## src/sv/siocfg_pkg.sv

```systemverilog
// Package holding the shared types and constants of the Super I/O configuration space.
`timescale 1ns / 1ps

package siocfg_pkg;

   localparam int CSR_ADDR_W = 4;
   localparam int CSR_DATA_W = 32;
   localparam int UART_BASE_W = 12;

   // Configuration register indices (byte address bits [3:2]).
   localparam logic [1:0] CSR_UART_LOW  = 2'd0;
   localparam logic [1:0] CSR_UART_HIGH = 2'd1;
   localparam logic [1:0] CSR_CHIP_ID   = 2'd2;

   localparam logic [15:0] UART_LOW_RESET  = 16'd256;
   localparam logic [15:0] UART_HIGH_RESET = 16'd4088;
   localparam logic [7:0]  CHIP_ID_RESET   = 8'h51;

   // Access kinds and port selections.
   localparam logic       ACT_WRITE  = 1'b1;
   localparam logic [1:0] PORT_INDEX = 2'd0;
   localparam logic [1:0] PORT_DATA  = 2'd1;

   // Register indices of the configuration space.
   localparam logic [7:0] IX_LDN     = 8'h07;
   localparam logic [7:0] IX_DEVID   = 8'h20;
   localparam logic [7:0] IX_ACT     = 8'h30;
   localparam logic [7:0] IX_BASE_HI = 8'h60;
   localparam logic [7:0] IX_BASE_LO = 8'h61;
   localparam logic [7:0] IX_IRQ1    = 8'h70;
   localparam logic [7:0] IX_IRQ2    = 8'h72;
   localparam logic [7:0] IX_DMA     = 8'h74;
   localparam logic [7:0] IX_MODE    = 8'hf0;
   localparam logic [7:0] IX_MODE2   = 8'hf1;

   // Logical device numbers.
   localparam logic [7:0] DEV_PAR = 8'd3;
   localparam logic [7:0] DEV_SER = 8'd4;
   localparam logic [7:0] DEV_KBD = 8'd7;

   // Change codes.
   localparam logic [3:0] CHG_NONE     = 4'd0;
   localparam logic [3:0] CHG_MODE     = 4'd1;
   localparam logic [3:0] CHG_INDEX    = 4'd2;
   localparam logic [3:0] CHG_LDN      = 4'd3;
   localparam logic [3:0] CHG_PAR      = 4'd4;
   localparam logic [3:0] CHG_UART_ACT = 4'd5;
   localparam logic [3:0] CHG_UART_BAS = 4'd6;
   localparam logic [3:0] CHG_UART_IRQ = 4'd7;
   localparam logic [3:0] CHG_UART_MOD = 4'd8;
   localparam logic [3:0] CHG_KBD_ACT  = 4'd9;
   localparam logic [3:0] CHG_KBD_IRQ  = 4'd10;
   localparam logic [3:0] CHG_MS_IRQ   = 4'd11;
   localparam logic [3:0] CHG_KBD_MOD  = 4'd12;

   // Register masks and reset values.
   localparam logic [7:0] MASK_UART_LO  = 8'hf8;
   localparam logic [7:0] MASK_UART_MOD = 8'h83;
   localparam logic [7:0] MASK_KBD_MOD  = 8'hfc;
   localparam logic [7:0] MASK_PAR_LO   = 8'hfc;
   localparam logic [7:0] PAR_MODE_RST  = 8'h3c;
   localparam logic [2:0] PAR_DMA_RST   = 3'd4;
   localparam logic [7:0] READ_IDLE     = 8'hff;

   typedef struct packed {
      logic       action;
      logic [1:0] port_select;
      logic [7:0] data_value;
   } siocfg_req_type;

   typedef struct packed {
      logic [7:0]             read_data;
      logic [3:0]             change_code;
      logic                   uart_active;
      logic [UART_BASE_W-1:0] uart_base;
      logic                   uart_base_ok;
      logic [3:0]             uart_irq;
      logic [7:0]             uart_mode;
      logic                   kbd_active;
      logic [3:0]             kbd_irq;
      logic [3:0]             mouse_irq_out;
      logic [7:0]             kbd_mode;
   } siocfg_rsp_type;

   typedef struct packed {
      logic [15:0] uart_low;
      logic [15:0] uart_high;
      logic [7:0]  chip_id;
   } siocfg_cfg_type;

   typedef struct packed {
      logic load;
   } siocfg_cmd_type;

   typedef enum logic {
      ST_EMPTY,
      ST_FULL
   } siocfg_state_type;

endpackage

```

## src/sv/siocfg_csr.sv

```systemverilog
// Configuration register file behind the APB-style port.
`timescale 1ns / 1ps

module siocfg_csr
   import siocfg_pkg::*;
(
   input  logic                  clock,
   input  logic                  reset,
   input  logic                  psel,
   input  logic                  penable,
   input  logic                  pwrite,
   input  logic [CSR_ADDR_W-1:0] paddr,
   input  logic [CSR_DATA_W-1:0] pwdata,
   output logic [CSR_DATA_W-1:0] prdata,
   output logic                  pready,
   output siocfg_cfg_type        cfg
);

   logic [15:0] low_ff, low_in;
   logic [15:0] high_ff, high_in;
   logic [7:0]  id_ff, id_in;
   logic        wr_en;
   logic [1:0]  reg_sel;

   assign pready  = 1'b1;
   assign reg_sel = paddr[3:2];
   assign wr_en   = psel & penable & pwrite & pready;

   always_comb begin
      low_in  = low_ff;
      high_in = high_ff;
      id_in   = id_ff;
      if (wr_en) begin
         unique case (reg_sel)
            CSR_UART_LOW:  low_in  = pwdata[15:0];
            CSR_UART_HIGH: high_in = pwdata[15:0];
            CSR_CHIP_ID:   id_in   = pwdata[7:0];
            default: ;
         endcase
      end
   end

   always_ff @(posedge clock) begin
      if (reset) begin
         low_ff  <= UART_LOW_RESET;
         high_ff <= UART_HIGH_RESET;
         id_ff   <= CHIP_ID_RESET;
      end else begin
         low_ff  <= low_in;
         high_ff <= high_in;
         id_ff   <= id_in;
      end
   end

   always_comb begin
      unique case (reg_sel)
         CSR_UART_LOW:  prdata = {16'd0, low_ff};
         CSR_UART_HIGH: prdata = {16'd0, high_ff};
         CSR_CHIP_ID:   prdata = {24'd0, id_ff};
         default:       prdata = '0;
      endcase
   end

   assign cfg.uart_low  = low_ff;
   assign cfg.uart_high = high_ff;
   assign cfg.chip_id   = id_ff;

endmodule

```

## src/sv/siocfg_ctrl.sv

```systemverilog
// Controller state machine sequencing transfers through the result register.
`timescale 1ns / 1ps

module siocfg_ctrl
   import siocfg_pkg::*;
(
   input  logic           clock,
   input  logic           reset,
   input  logic           req_valid,
   output logic           req_stall,
   output logic           rsp_valid,
   input  logic           rsp_stall,
   output siocfg_cmd_type cmd
);

   siocfg_state_type state_ff, state_in;

   always_comb begin
      state_in = state_ff;
      unique case (state_ff)
         ST_EMPTY: begin
            if (req_valid) state_in = ST_FULL;
         end
         ST_FULL: begin
            if (!rsp_stall) state_in = req_valid ? ST_FULL : ST_EMPTY;
         end
         default: state_in = ST_EMPTY;
      endcase
   end

   always_ff @(posedge clock) begin
      if (reset) begin
         state_ff <= ST_EMPTY;
      end else begin
         state_ff <= state_in;
      end
   end

   always_comb begin
      rsp_valid = (state_ff == ST_FULL);
      req_stall = (state_ff == ST_FULL) && rsp_stall;
      cmd.load  = req_valid && !req_stall;
   end

endmodule

```

## src/sv/siocfg_datapath.sv

```systemverilog
// Datapath holding the configuration space registers and the result register.
`timescale 1ns / 1ps

module siocfg_datapath
   import siocfg_pkg::*;
#(
   parameter int UART_ALIGN = 8,
   parameter int ENTER_CODE = 85,
   parameter int EXIT_CODE  = 170
) (
   input  logic           clock,
   input  logic           reset,
   input  siocfg_cmd_type cmd,
   input  siocfg_req_type req,
   input  siocfg_cfg_type cfg,
   output siocfg_rsp_type rsp
);

   // Divisibility test by multiplication with a rounded-up reciprocal.
   localparam int       DIV_SHIFT = 2 * UART_BASE_W + 2;
   localparam longint   DIV_RECIP = ((64'd1 << DIV_SHIFT) + UART_ALIGN - 1) / UART_ALIGN;
   localparam int       RECIP_W   = DIV_SHIFT + 1;
   localparam int       PROD_W    = UART_BASE_W + RECIP_W;

   logic [7:0] enter_key, exit_key;
   assign enter_key = 8'(ENTER_CODE);
   assign exit_key  = 8'(EXIT_CODE);

   logic       cfg_open_ff, cfg_open_in;
   logic [7:0] reg_index_ff, reg_index_in;
   logic [7:0] device_number_ff, device_number_in;
   logic       par_activate_ff, par_activate_in;
   logic [3:0] par_base_hi_ff, par_base_hi_in;
   logic [7:0] par_base_lo_ff, par_base_lo_in;
   logic [3:0] par_irq_ff, par_irq_in;
   logic [2:0] par_dma_ff, par_dma_in;
   logic [7:0] par_mode_ff, par_mode_in;
   logic [1:0] par_mode_two_ff, par_mode_two_in;
   logic       ser_activate_ff, ser_activate_in;
   logic [3:0] ser_base_hi_ff, ser_base_hi_in;
   logic [7:0] ser_base_lo_ff, ser_base_lo_in;
   logic [3:0] ser_irq_ff, ser_irq_in;
   logic [7:0] ser_mode_ff, ser_mode_in;
   logic       kb_activate_ff, kb_activate_in;
   logic [3:0] kb_irq_ff, kb_irq_in;
   logic [3:0] ms_irq_ff, ms_irq_in;
   logic [7:0] kb_mode_ff, kb_mode_in;
   logic [7:0] read_data_ff, read_data_in;
   logic [3:0] change_code_ff, change_code_in;

   logic [7:0] v;
   logic [7:0] data_rd;

   assign v = req.data_value;

   always_comb begin
      data_rd = 8'd0;
      priority if (reg_index_ff == IX_LDN) begin
         data_rd = device_number_ff;
      end else if (reg_index_ff == IX_DEVID) begin
         data_rd = cfg.chip_id;
      end else if (reg_index_ff < IX_ACT) begin
         data_rd = 8'd0;
      end else if (device_number_ff == DEV_PAR) begin
         unique case (reg_index_ff)
            IX_ACT:     data_rd = {7'd0, par_activate_ff};
            IX_BASE_HI: data_rd = {4'd0, par_base_hi_ff};
            IX_BASE_LO: data_rd = par_base_lo_ff;
            IX_IRQ1:    data_rd = {4'd0, par_irq_ff};
            IX_DMA:     data_rd = {5'd0, par_dma_ff};
            IX_MODE:    data_rd = par_mode_ff;
            IX_MODE2:   data_rd = {6'd0, par_mode_two_ff};
            default:    data_rd = 8'd0;
         endcase
      end else if (device_number_ff == DEV_SER) begin
         unique case (reg_index_ff)
            IX_ACT:     data_rd = {7'd0, ser_activate_ff};
            IX_BASE_HI: data_rd = {4'd0, ser_base_hi_ff};
            IX_BASE_LO: data_rd = ser_base_lo_ff;
            IX_IRQ1:    data_rd = {4'd0, ser_irq_ff};
            IX_MODE:    data_rd = ser_mode_ff;
            default:    data_rd = 8'd0;
         endcase
      end else if (device_number_ff == DEV_KBD) begin
         unique case (reg_index_ff)
            IX_ACT:  data_rd = {7'd0, kb_activate_ff};
            IX_IRQ1: data_rd = {4'd0, kb_irq_ff};
            IX_IRQ2: data_rd = {4'd0, ms_irq_ff};
            IX_MODE: data_rd = kb_mode_ff;
            default: data_rd = 8'd0;
         endcase
      end else begin
         data_rd = 8'd0;
      end
   end

   always_comb begin
      cfg_open_in      = cfg_open_ff;
      reg_index_in     = reg_index_ff;
      device_number_in = device_number_ff;
      par_activate_in  = par_activate_ff;
      par_base_hi_in   = par_base_hi_ff;
      par_base_lo_in   = par_base_lo_ff;
      par_irq_in       = par_irq_ff;
      par_dma_in       = par_dma_ff;
      par_mode_in      = par_mode_ff;
      par_mode_two_in  = par_mode_two_ff;
      ser_activate_in  = ser_activate_ff;
      ser_base_hi_in   = ser_base_hi_ff;
      ser_base_lo_in   = ser_base_lo_ff;
      ser_irq_in       = ser_irq_ff;
      ser_mode_in      = ser_mode_ff;
      kb_activate_in   = kb_activate_ff;
      kb_irq_in        = kb_irq_ff;
      ms_irq_in        = ms_irq_ff;
      kb_mode_in       = kb_mode_ff;
      read_data_in     = 8'd0;
      change_code_in   = CHG_NONE;

      if (req.action != ACT_WRITE) begin
         priority if (!cfg_open_ff) read_data_in = READ_IDLE;
         else if (req.port_select == PORT_INDEX) read_data_in = reg_index_ff;
         else if (req.port_select == PORT_DATA) read_data_in = data_rd;
         else read_data_in = READ_IDLE;
      end else if (req.port_select == PORT_INDEX) begin
         priority if (!cfg_open_ff) begin
            if (v == enter_key) begin
               cfg_open_in    = 1'b1;
               change_code_in = CHG_MODE;
            end
         end else if (v == exit_key) begin
            cfg_open_in    = 1'b0;
            change_code_in = CHG_MODE;
         end else begin
            if (v != reg_index_ff) begin
               reg_index_in   = v;
               change_code_in = CHG_INDEX;
            end
         end
      end else if (req.port_select == PORT_DATA && cfg_open_ff) begin
         priority if (reg_index_ff == IX_LDN) begin
            if (v != device_number_ff) begin
               device_number_in = v;
               change_code_in   = CHG_LDN;
            end
         end else if (reg_index_ff < IX_ACT) begin
            change_code_in = CHG_NONE;
         end else if (device_number_ff == DEV_PAR) begin
            unique case (reg_index_ff)
               IX_ACT: if (v[0] != par_activate_ff) begin
                  par_activate_in = v[0];
                  change_code_in  = CHG_PAR;
               end
               IX_BASE_HI: if (v[3:0] != par_base_hi_ff) begin
                  par_base_hi_in = v[3:0];
                  change_code_in = CHG_PAR;
               end
               IX_BASE_LO: if ((v & MASK_PAR_LO) != par_base_lo_ff) begin
                  par_base_lo_in = v & MASK_PAR_LO;
                  change_code_in = CHG_PAR;
               end
               IX_IRQ1: if (v[3:0] != par_irq_ff) begin
                  par_irq_in     = v[3:0];
                  change_code_in = CHG_PAR;
               end
               IX_DMA: if (v[2:0] != par_dma_ff) begin
                  par_dma_in     = v[2:0];
                  change_code_in = CHG_PAR;
               end
               IX_MODE: if (v != par_mode_ff) begin
                  par_mode_in    = v;
                  change_code_in = CHG_PAR;
               end
               IX_MODE2: if (v[1:0] != par_mode_two_ff) begin
                  par_mode_two_in = v[1:0];
                  change_code_in  = CHG_PAR;
               end
               default: ;
            endcase
         end else if (device_number_ff == DEV_SER) begin
            unique case (reg_index_ff)
               IX_ACT: if (v[0] != ser_activate_ff) begin
                  ser_activate_in = v[0];
                  change_code_in  = CHG_UART_ACT;
               end
               IX_BASE_HI: if (v[3:0] != ser_base_hi_ff) begin
                  ser_base_hi_in = v[3:0];
                  change_code_in = CHG_UART_BAS;
               end
               IX_BASE_LO: if ((v & MASK_UART_LO) != ser_base_lo_ff) begin
                  ser_base_lo_in = v & MASK_UART_LO;
                  change_code_in = CHG_UART_BAS;
               end
               IX_IRQ1: if (v[3:0] != ser_irq_ff) begin
                  ser_irq_in     = v[3:0];
                  change_code_in = CHG_UART_IRQ;
               end
               IX_MODE: if ((v & MASK_UART_MOD) != ser_mode_ff) begin
                  ser_mode_in    = v & MASK_UART_MOD;
                  change_code_in = CHG_UART_MOD;
               end
               default: ;
            endcase
         end else if (device_number_ff == DEV_KBD) begin
            unique case (reg_index_ff)
               IX_ACT: if (v[0] != kb_activate_ff) begin
                  kb_activate_in = v[0];
                  change_code_in = CHG_KBD_ACT;
               end
               IX_IRQ1: if (v[3:0] != kb_irq_ff) begin
                  kb_irq_in      = v[3:0];
                  change_code_in = CHG_KBD_IRQ;
               end
               IX_IRQ2: if (v[3:0] != ms_irq_ff) begin
                  ms_irq_in      = v[3:0];
                  change_code_in = CHG_MS_IRQ;
               end
               IX_MODE: if ((v & MASK_KBD_MOD) != kb_mode_ff) begin
                  kb_mode_in     = v & MASK_KBD_MOD;
                  change_code_in = CHG_KBD_MOD;
               end
               default: ;
            endcase
         end else begin
            change_code_in = CHG_NONE;
         end
      end
   end

   always_ff @(posedge clock) begin
      if (reset) begin
         cfg_open_ff      <= 1'b0;
         reg_index_ff     <= 8'd0;
         device_number_ff <= 8'd0;
         par_activate_ff  <= 1'b0;
         par_base_hi_ff   <= 4'd0;
         par_base_lo_ff   <= 8'd0;
         par_irq_ff       <= 4'd0;
         par_dma_ff       <= PAR_DMA_RST;
         par_mode_ff      <= PAR_MODE_RST;
         par_mode_two_ff  <= 2'd0;
         ser_activate_ff  <= 1'b0;
         ser_base_hi_ff   <= 4'd0;
         ser_base_lo_ff   <= 8'd0;
         ser_irq_ff       <= 4'd0;
         ser_mode_ff      <= 8'd0;
         kb_activate_ff   <= 1'b0;
         kb_irq_ff        <= 4'd0;
         ms_irq_ff        <= 4'd0;
         kb_mode_ff       <= 8'd0;
      end else if (cmd.load) begin
         cfg_open_ff      <= cfg_open_in;
         reg_index_ff     <= reg_index_in;
         device_number_ff <= device_number_in;
         par_activate_ff  <= par_activate_in;
         par_base_hi_ff   <= par_base_hi_in;
         par_base_lo_ff   <= par_base_lo_in;
         par_irq_ff       <= par_irq_in;
         par_dma_ff       <= par_dma_in;
         par_mode_ff      <= par_mode_in;
         par_mode_two_ff  <= par_mode_two_in;
         ser_activate_ff  <= ser_activate_in;
         ser_base_hi_ff   <= ser_base_hi_in;
         ser_base_lo_ff   <= ser_base_lo_in;
         ser_irq_ff       <= ser_irq_in;
         ser_mode_ff      <= ser_mode_in;
         kb_activate_ff   <= kb_activate_in;
         kb_irq_ff        <= kb_irq_in;
         ms_irq_ff        <= ms_irq_in;
         kb_mode_ff       <= kb_mode_in;
      end
   end

   always_ff @(posedge clock) begin
      if (cmd.load) begin
         read_data_ff   <= read_data_in;
         change_code_ff <= change_code_in;
      end
   end

   // The summary follows the device registers, which only move on a new transfer.
   logic [UART_BASE_W-1:0] uart_base;
   logic [PROD_W-1:0]      align_prod;
   logic                   align_ok;
   logic                   range_ok;

   assign uart_base  = {ser_base_hi_ff, ser_base_lo_ff};
   assign align_prod = PROD_W'(uart_base) * PROD_W'(DIV_RECIP);
   assign align_ok   = RECIP_W'(align_prod[DIV_SHIFT-1:0]) < RECIP_W'(DIV_RECIP);
   assign range_ok   = (16'(uart_base) >= cfg.uart_low) && (16'(uart_base) <= cfg.uart_high);

   assign rsp.read_data     = read_data_ff;
   assign rsp.change_code   = change_code_ff;
   assign rsp.uart_active   = ser_activate_ff;
   assign rsp.uart_base     = uart_base;
   assign rsp.uart_base_ok  = range_ok && align_ok;
   assign rsp.uart_irq      = ser_irq_ff;
   assign rsp.uart_mode     = ser_mode_ff;
   assign rsp.kbd_active    = kb_activate_ff;
   assign rsp.kbd_irq       = kb_irq_ff;
   assign rsp.mouse_irq_out = ms_irq_ff;
   assign rsp.kbd_mode      = kb_mode_ff;

endmodule

```

## src/sv/superio_config_space.sv

```systemverilog
// Top level of the Super I/O index/data configuration space.
`timescale 1ns / 1ps

// Each bus access arrives as one request transfer and gives exactly one response
// transfer, presented from the result register in the cycle after it is accepted. While
// the response is taken in the same cycle, a new request is accepted every cycle, so
// the sustained rate is one access per clock; a stalled response holds the request
// side for as long as it is stalled. The UART and keyboard summary reflects the
// device registers after the access. The user must write configuration registers through
// the APB-style port only while no response is pending; the block does not enforce this.
module superio_config_space
   import siocfg_pkg::*;
#(
   parameter int UART_ALIGN = 8,
   parameter int ENTER_CODE = 85,
   parameter int EXIT_CODE  = 170
) (
   input  logic                  clock,
   input  logic                  reset,
   input  logic                  req_valid,
   output logic                  req_stall,
   input  siocfg_req_type        req_data,
   output logic                  rsp_valid,
   input  logic                  rsp_stall,
   output siocfg_rsp_type        rsp_data,
   input  logic                  psel,
   input  logic                  penable,
   input  logic                  pwrite,
   input  logic [CSR_ADDR_W-1:0] paddr,
   input  logic [CSR_DATA_W-1:0] pwdata,
   output logic [CSR_DATA_W-1:0] prdata,
   output logic                  pready
);

   siocfg_cmd_type cmd;
   siocfg_cfg_type cfg;

   siocfg_csr u_csr (
      .clock   (clock),
      .reset   (reset),
      .psel    (psel),
      .penable (penable),
      .pwrite  (pwrite),
      .paddr   (paddr),
      .pwdata  (pwdata),
      .prdata  (prdata),
      .pready  (pready),
      .cfg     (cfg)
   );

   siocfg_ctrl u_ctrl (
      .clock     (clock),
      .reset     (reset),
      .req_valid (req_valid),
      .req_stall (req_stall),
      .rsp_valid (rsp_valid),
      .rsp_stall (rsp_stall),
      .cmd       (cmd)
   );

   siocfg_datapath #(
      .UART_ALIGN (UART_ALIGN),
      .ENTER_CODE (ENTER_CODE),
      .EXIT_CODE  (EXIT_CODE)
   ) u_datapath (
      .clock (clock),
      .reset (reset),
      .cmd   (cmd),
      .req   (req_data),
      .cfg   (cfg),
      .rsp   (rsp_data)
   );

endmodule
```

## config.mk

```make
export PLATFORM = sky130hd
export DESIGN_NAME = superio_config_space
export DESIGN_NICKNAME = d
export VERILOG_FILES = /design/src/sv/siocfg_pkg.sv /design/src/sv/siocfg_csr.sv /design/src/sv/siocfg_ctrl.sv /design/src/sv/siocfg_datapath.sv /design/src/sv/superio_config_space.sv
export SDC_FILE = /design/constraint.sdc
export NUM_CORES = 1
export LEC_CHECK = 0
export BUFFER_PORTS_ARGS = -buffer_cell sky130_fd_sc_hd__buf_2
export CAP_MARGIN = 20
export CORE_MARGIN = 3
export CORE_UTILIZATION = 50
export CTS_CLUSTER_DIAMETER = 120
export DETAILED_ROUTE_END_ITERATION = 10
export GPL_ROUTABILITY_DRIVEN = 1
export GPL_TIMING_DRIVEN = 1
export PLACE_DENSITY = 0.73
export SYNTH_ARGS = -nofsm -noshare
export SYNTH_HDL_FRONTEND = slang
export SYNTH_HIERARCHICAL = 1
export SYNTH_SLANG_ARGS = --single-unit
```

## constraint.sdc

```tcl
create_clock -name clock -period 3.2 [get_ports clock]
set_input_delay 0.16 -clock clock [delete_from_list [all_inputs] [get_ports clock]]
set_output_delay 0.16 -clock clock [all_outputs]
set_load 0.1 [all_outputs]
```

==> metrics.yaml <==
reg2reg_slack_ns: 0.46
crit_type: "reg2out"
ys_warn_count: 6
final_nets: 1082
cts_root_buf: "clkbuf_16"
drcViolationCount: 0
postRouteAntennaNets: 0
die_h_um: 134
p_sw_frac: 0.285
setup_viol: 0
fillers: 1450
pwr-share-clk: 0.470
ys_seq_elements: 130
postSynth.asyncResetShare: 0
hold_violations: 0
syn_to_final_growth_pct: 14.7
hold_path_class: "in2reg"
ioPinCount: 144
die_area_mm2: 0.0180
p_switching_mw: 1.19
seq_area_frac_synth: 0.332
fin_crit_ns: 2.82
period_share: 0.882
cts_sinks: 130
tightest_slew_ns: 0.899
fmaxAchievable_ghz: 0.354
cts_tree: "done"
track_usage: 0.253
routed-via-count: 7112
status: "completed"
synth.area.top_cells: "dfxtp_1 29%, mux2i_1 16%, xnor2_1 6.1%, nor2_1 6.0%, edfxtp_1 4.4%"
start_kind: "flip-flop"
slew_violations: 0
peakVddDrop_mv: 0.345
powerDensity_mw_per_mm2: 444
cts_setup_buffers: 0
htree_levels: 4
crit_fanout: 6
row_count: 46
tns_ns: 0
pre_cts_slack_ns: 0.560
p_int_mw: 2.98
yosysUniqueCellTypes: 76
routed_wl_mm: 23.0
cts_buffer_depth: 2
yosysTopAreaCell: "dfxtp_1"
p_leak_nw: 4.13
antenna_found_initial: 2
via_per_inst: 5.73
synthCells: 940
drt_iter0_drc: 860
dp_hpwl_mm: 16.1
arrival_ns: 2.66
wire_per_inst_um: 18.5
grt_pass1_wl_mm: 36.1
final_util: 0.590
insertion_delay_ns: 0.43
rsz0062_at_grt: "no"
core_mm2: 0.0159
place.gp.congestion: 0.966
max-cap-violations: 0
syn_area_per_cell_um2: 8.73
cts.clk_slew.worst_paths_ns: 0.06
crit_required_ns: 3.04
drive_above_1_share: 0.175
grt_pass1_vias: 6563
io_buffers: 98
ctsResizeCount: 0
grt_max_degree: 100
fin_skew_ns: 0.00821
first_pass_iters: 5
overflow: 0
start_util: 0.515
multiInputGateArea_mm2: 0.00495
die_w_um: 134
ctsHoldBuffers: 6
max-slew-margin-rel: 0.396
synth-edff-count: 12
synth_ff_type: "dfxtp_1"
endpoint_kind: "output port"
synth_top_area_share: 0.288
seq_area_mm2: 0.00272
p_seq_frac: 0.399
syn_area_mm2: 0.00820
cts_buffers: 17
worst_slack_ns: 0.378
p_comb_frac: 0.130
==> cells in the mapped netlist, drive strengths merged, types with 12 or more instances <==
cell type,n
mux2i,133
nor2,131
dfxtp,118
xnor2,57
clkbuf,55
buf,52
nand2b,44
nand2,30
o21ai,26
a21oi,24
nand3,24
inv,22
xor2,19
ha,18
nand4,16
edfxtp,12
nor4,12
==> worst paths after layout <==
path	start	end	cells after the start
max	u_datapath/ser_base_lo_ff[3]	rsp_data[29]	8
min	pwdata[7]	u_csr/high_ff[7]	3
max reg2reg	u_datapath/device_number_ff[3]	u_datapath/read_data_ff[2]	5
min reg2reg	u_csr/low_ff[10]	u_csr/low_ff[10]	2
==> logic make-up (layout without fill, tap and decap cells) <==
group | Yosys count | after routing | synth area share
buffers and inverters | 129 | 188 | 0.0784
flip-flops | 130 | 130 | 0.332
multiplexers | 135 | 135 | 0.165
AND/OR/NAND/NOR | 325 | 325 | 0.209
XOR/XNOR | 76 | 76 | 0.0811
adder cells (fa/ha/maj) | 18 | 18 | 0.0275
other | 3 | 29 | 0.00137
AO/OA/AOI/OAI | 124 | 124 | 0.106
==> flip-flops by register name, indices dropped and copies added (netlist names), 5 cells and up <==
| signal | flops |
|---|---|
| u_csr/low_ff | 16 |
| u_datapath/ser_base_lo_ff | 5 |
| u_datapath/par_mode_ff | 8 |
| u_datapath/read_data_ff | 8 |
| u_datapath/device_number_ff | 8 |
| u_datapath/reg_index_ff | 8 |
| u_csr/id_ff | 8 |
| u_datapath/par_base_lo_ff | 6 |
| u_datapath/kb_mode_ff | 6 |
| u_csr/high_ff | 16 |
==> metrics by stage <==
step                      hold slack [ns]  area, µm²  cells  power, mW
after floorplan                     0.232       8290    964       2.17
after global placement              0.381       8750   1201       2.23
after detailed placement            0.391       8750   1201       2.24
after CTS                        0.000143       9400   1239       4.20
after global routing              0.00646       9410   1241       4.30
final                              0.0162       9410   1241       4.17
==> placed cells by master (no fill, tap or decap), drive strengths merged, types with 12 or more instances in the layout <==
cell	instances
conb	27
buf	128
xnor2	57
mux2i	133
nand3	24
nand2	30
a21oi	24
nor4	12
xor2	19
ha	18
nand2b	44
inv	24
nor2	131
nand4	16
dfxtp	118
o21ai	26
clkbuf	17
edfxtp	12
==> critical path: stages, from the launching register on <==
cell,delay (ns)
dfxtp_1,0.41
ha_1,0.33
nor4b_1,0.21
o21ai_0,0.11
nand2b_1,0.10
a21oi_1,0.10
o311ai_0,0.34
and3_1,0.22
buf_2,0.42
==> per-layer routing <==
metal  up-vias  track usage  wire length, µm
met4         0       0.0882              439
met1      3353        0.362            10300
met3        38       0.0521             1960
li1       3388            -                -
met2       333        0.379            10200
met5         -            0                0
==> power by group through the flow <==
stage / Combinational (mW) / Clock [mW] / Sequential (mW)
2_1_floorplan: 0.407 / 0 / 1.77
3_3_place_gp: 0.531 / 0 / 1.70
3_5_place_dp: 0.534 / 0 / 1.70
4_1_cts: 0.541 / 1.99 / 1.67
5_1_grt: 0.568 / 2.06 / 1.67
6_report: 0.543 / 1.96 / 1.67
==> final cells by class <==
cell class | instances | share of cell area
diodes | 2 | 0.000532
clock buffers | 17 | 0.0452
clock inverters | 15 | 0.0176
inverters | 22 | 0.00878
multi-input cells | 705 | 0.526
flip-flops and latches | 130 | 0.289
well taps | 216 | 0.0287
repair buffers | 134 | 0.0841
(Power assumes the default switching activity.)
